--- src/rtl/josephus_elimination_order_defines.svh ---
`ifndef JOSEPHUS_ELIMINATION_ORDER_DEFINES_SVH
`define JOSEPHUS_ELIMINATION_ORDER_DEFINES_SVH

// same-cycle implication, clocked on clock, quiet in reset
`define JEO_CHECK_NOW(lbl, ante, cons, msg) \
   lbl: assert property (@(posedge clock) disable iff (reset) (ante) |-> (cons)) \
      else $error(msg);

// next-cycle implication
`define JEO_CHECK_NEXT(lbl, ante, cons, msg) \
   lbl: assert property (@(posedge clock) disable iff (reset) (ante) |=> (cons)) \
      else $error(msg);

`endif

--- src/rtl/jeo_pkg.sv ---
package jeo_pkg;

   localparam int NPEOPLE_W = 11;
   localparam int STEP_W    = 16;
   localparam int CSR_IDX_W = 2;
   localparam int OUT_W     = 10;
   localparam int STEP_CNT_W = $clog2(STEP_W);

   localparam logic [CSR_IDX_W-1:0] CSR_N_PEOPLE = 2'd0;
   localparam logic [CSR_IDX_W-1:0] CSR_STEP     = 2'd1;

   typedef enum logic [2:0] {
      S_IDLE,
      S_CLEAR,
      S_MOD,
      S_FIX,
      S_RD,
      S_CALC,
      S_LEAF
   } state_type;

   typedef struct packed {
      logic start_round;
      logic clr_step;
      logic mod_init;
      logic mod_step;
      logic desc_init;
      logic desc_rd;
      logic desc_calc;
      logic leaf_wr;
   } cmd_type;

   typedef struct packed {
      logic empty;
      logic sweep_done;
      logic mod_done;
      logic at_leaf;
      logic rsp_busy;
   } status_type;

endpackage

--- src/rtl/jeo_ctrl.sv ---
module jeo_ctrl (
   input  logic                clock,
   input  logic                reset,
   input  logic                req_tvalid,
   input  logic                req_restart,
   output logic                req_tready,
   input  jeo_pkg::status_type status,
   output jeo_pkg::cmd_type    cmd
);
   import jeo_pkg::*;

   state_type state_ff, state_in;

   always_ff @(posedge clock) begin
      if (reset) begin
         state_ff <= S_IDLE;
      end else begin
         state_ff <= state_in;
      end
   end

   always_comb begin
      state_in   = state_ff;
      cmd        = '0;
      req_tready = 1'b0;
      unique case (state_ff)
         S_IDLE: begin
            req_tready = 1'b1;
            if (req_tvalid) begin
               if (req_restart || status.empty) begin
                  cmd.start_round = 1'b1;
                  state_in = S_CLEAR;
               end else begin
                  cmd.mod_init = 1'b1;
                  state_in = S_MOD;
               end
            end
         end
         S_CLEAR: begin
            cmd.clr_step = 1'b1;
            if (status.sweep_done) begin
               cmd.mod_init = 1'b1;
               state_in = S_MOD;
            end
         end
         S_MOD: begin
            cmd.mod_step = 1'b1;
            if (status.mod_done) state_in = S_FIX;
         end
         S_FIX: begin
            cmd.desc_init = 1'b1;
            state_in = S_RD;
         end
         S_RD: begin
            if (status.at_leaf) begin
               state_in = S_LEAF;
            end else begin
               cmd.desc_rd = 1'b1;
               state_in = S_CALC;
            end
         end
         S_CALC: begin
            cmd.desc_calc = 1'b1;
            state_in = S_RD;
         end
         S_LEAF: begin
            // wait for the output register to free up
            if (!status.rsp_busy) begin
               cmd.leaf_wr = 1'b1;
               state_in = S_IDLE;
            end
         end
         default: state_in = S_IDLE;
      endcase
   end

endmodule

--- config.mk ---
export PLATFORM = sky130hd
export DESIGN_NAME = jeo_ctrl
export DESIGN_NICKNAME = d
export VERILOG_FILES = /design/src/rtl/josephus_elimination_order_defines.svh /design/src/rtl/jeo_pkg.sv /design/src/rtl/jeo_ctrl.sv
export SDC_FILE = /design/constraint.sdc
export NUM_CORES = 1
export LEC_CHECK = 0
export BUFFER_PORTS_ARGS = -buffer_cell sky130_fd_sc_hd__buf_2
export CORE_AREA = 2 2 39 41
export CTS_BUF_LIST = sky130_fd_sc_hd__clkbuf_16
export DETAILED_ROUTE_END_ITERATION = 8
export DIE_AREA = 0 0 41 43
export PLACE_DENSITY_LB_ADDON = 0.1
export REMOVE_ABC_BUFFERS = 1
export SLEW_MARGIN = 20
export SYNTH_ARGS = -nofsm -noshare
export SYNTH_HDL_FRONTEND = slang
export SYNTH_SLANG_ARGS = --single-unit
--- constraint.sdc ---
create_clock -name clock -period 2.1 [get_ports clock]
set_clock_uncertainty 0.05 [all_clocks]
set_input_delay 0 -clock clock [delete_from_list [all_inputs] [get_ports clock]]
set_output_delay 0 -clock clock [all_outputs]
set_load 0.02 [all_outputs]
==> results.sh <==
export IMPL_tns_ns=0
export IMPL_routed_wl_um=726
export IMPL_slew_limit_headroom_pct=68.3
export IMPL_cts_buffers=3
export IMPL_cts_path_max_buffers=2
export IMPL_antenna_found_initial=0
export IMPL_layout_drive_gt1_share_pct=37.3
export IMPL_synth_edf_count=0
export IMPL_floorplan_initialDensity_pct=22.2
export IMPL_grt_max_degree=16
export IMPL_die_w_um=41
export IMPL_path_class="flop to output pin"
export IMPL_clkLatencyLatePin_ns=0.22
export IMPL_fp_dieH_um=43
export IMPL_synth_common_cells="6 x nor2_1, 3 x a21oi_1, 3 x dfxtp_1, 3 x nor4b_1"
export IMPL_synth_area_leaders="dfxtp_1 20%, nor4b_1 8.6%, buf_6 7.3%, nor2_1 7.3%, o31a_1 5.7%"
export IMPL_htree_num_levels=1
export IMPL_final_cells=75
export IMPL_synthCells=41
export IMPL_min_from="reset"
export IMPL_status="complete, no violations"
export IMPL_synth_async_reset_ratio_pct=0
export IMPL_grt_use_total_pct=10.5
export IMPL_num_fill_cells=153
export IMPL_hpwl_um=558
export IMPL_ctsHoldBuffers=0
export IMPL_ff_latch_area_um2=60.1
export IMPL_dr_total_vias=350
export IMPL_slew_viol_final=0
export IMPL_vdd_ir_drop_max_mv=0.636
export IMPL_grt_ovfl_total=0
export IMPL_hold_end="state_ff[1]$_SDFFE_PP0P_"
export IMPL_worst_r2r_endpoint="state_ff[0]$_SDFFE_PP0P_"
export IMPL_finalWorstSetupSlack_ns=0.622
export IMPL_netlist_top_cell_by_area="dfxtp_1"
export IMPL_antennaDiodeCount=0
export IMPL_post_place_ws_ns=0.696
export IMPL_synth_top_area_share_pct=19.6
export IMPL_synth_most_common_cell="nor2_1"
export IMPL_synth_ff_type="dfxtp_1"
export IMPL_path_clk_slew_ns=0.03
export IMPL_area_delta_synth_final_pct=51.0
export IMPL_avgSynthCellArea_um2=7.48
export IMPL_finish_utilization_pct=33.5
export IMPL_port_buffer_count=17
export IMPL_place_gp_congestion=0.713
export IMPL_ys_seq_area_share_pct=19.6
export IMPL_post_cts_resized=0
export IMPL_worstPathRequired_ns=2.05
export IMPL_hold_viol=0
export IMPL_drcViolationCount=0
export IMPL_reg_top3="state_ff: 3 flops"
export IMPL_power_leakage_nw=0.213
export IMPL_dieArea_mm2=0.00176
export IMPL_grt_pass1_vias=318
export IMPL_root_buffer="clkbuf_16"
export IMPL_r2r_start="state_ff[0]$_SDFFE_PP0P_"
export IMPL_yosys_warnings=0
export IMPL_rsz0062_at_grt="false"
export IMPL_worstMarginPinSlew_ns=0.475
export IMPL_ys_seq_elements=3
export IMPL_finalSetupViolCount=0
export IMPL_vias_per_cell=4.67
export IMPL_clock_fmax_ghz=0.677
export IMPL_row_count=14
export IMPL_post_cts_buffers=0
export IMPL_grt_pass1_wl_um=1250
export IMPL_drv_cap=0
export IMPL_crit_fanout=15
export IMPL_worstSetupEndpointType="output pin"
export IMPL_finalCritPeriodShare_pct=70.4
export IMPL_cts_tree="done"
export IMPL_arrival_ns=1.43
export IMPL_fin_crit_ns=1.48
export IMPL_p_per_area_mw_per_mm2=1200
export IMPL_r2r_setup_slack_ns=0.68
export IMPL_holdPathStages=3
export IMPL_pin_count=18
export IMPL_syn_area_um2=307
export IMPL_drtIter0Drc=9
export IMPL_layout_nets=69
export IMPL_regMostFlops="state_ff"
export IMPL_start_kind="flop"
export IMPL_core_area_mm2=0.00138
export IMPL_r2r_cells=3
export IMPL_largest_register_ffs=3
export IMPL_multi_input_area_um2=211
export IMPL_dpl_cell_count=71
export IMPL_antenna_left=0
export IMPL_hp_class="primary input to flop"
export IMPL_drt_pass1_iter_count=4
export IMPL_synth_cell_type_count=24
export IMPL_cts_sinks=3
export IMPL_wl_per_cell_um=9.68
==> cells by family (layout without fill, tap and decap cells) <==
logic type             after synthesis  count (layout)  share of synthesized area, %
AOI/OAI and AO/OA                   11              11                          25.3
buffers and inverters                5              23                          11.4
DFF                                  3               3                          19.6
muxes                                1               1                          3.27
and+or+nand+nor                     21              21                          40.4
==> final cells by class <==
class                      count  share of cell area [%]
multi-input combinational     33                    45.7
timing repair buffer          17                    18.4
clock buffer                   3                    16.2
sequential                     3                    13.0
tap                           16                    4.32
inverter                       2                    1.62
clock inverter                 1                   0.811
==> layout by cell type (no fill, tap or decap), drive strengths merged <==
cell type | netlist | layout
a21boi | 1 | 1
a211oi | 1 | 1
buf | 3 | 17
o31ai | 1 | 1
o21ba | 1 | 1
or2 | 1 | 1
nor2 | 6 | 6
or4 | 1 | 1
o21a | 1 | 1
clkbuf | 0 | 3
o31a | 2 | 2
a21oi | 3 | 3
nor3 | 3 | 3
nand2 | 2 | 2
nor3b | 1 | 1
mux2i | 1 | 1
nor4b | 3 | 3
nand2b | 2 | 2
inv | 2 | 3
o21ai | 1 | 1
and3 | 1 | 1
nand3b | 1 | 1
dfxtp | 3 | 3
==> per-layer routing <==
layer,up-vias,wire [um],share of wire (%),global-route usage (%)
met5,-,0,0,0
met4,0,0,0,6.00
met3,0,40,5.5,4.71
met2,6,366,50,14.7
met1,158,320,44,12.7
li1,186,-,-,-
==> report_power, final <==
group	switching (mW)	leakage, nW	internal [mW]
sequential	0.0359	0.0246	0.0686
clock	0.0477	0.0423	0.245
combinational	0.0884	0.146	0.0716
==> through the flow <==
step / hold WS, ns / cell area, um2 / total power [mW]
2_1_floorplan: 0.0326 / 279 / 0.213
3_3_place_gp: 0.238 / 384 / 0.273
3_5_place_dp: 0.245 / 384 / 0.267
4_1_cts: 0.0228 / 463 / 0.566
5_1_grt: 0.0373 / 463 / 0.599
6_report: 0.0209 / 463 / 0.557
==> how the worst max path moves through the flow <==
stage / from / to / slack [ns] / depth (start not counted)
2_1_floorplan: state_ff[0]$_SDFFE_PP0P_ / cmd[7] / 0.65 / 2
3_3_place_gp: state_ff[0]$_SDFFE_PP0P_ / state_ff[0]$_SDFFE_PP0P_ / 0.68 / 3
3_5_place_dp: state_ff[0]$_SDFFE_PP0P_ / state_ff[0]$_SDFFE_PP0P_ / 0.70 / 3
4_1_cts: state_ff[0]$_SDFFE_PP0P_ / cmd[5] / 0.61 / 4
5_1_grt: state_ff[0]$_SDFFE_PP0P_ / cmd[5] / 0.53 / 4
6_report: state_ff[0]$_SDFFE_PP0P_ / cmd[5] / 0.62 / 4
==> critical path: stages, from the launching register on <==
cell,delay (ns)
dfxtp_1,0.44
nor4b_1,0.36
a21oi_1,0.07
nor3_1,0.15
buf_2,0.19
No activity file was read; power rests on OpenSTA's default activity.
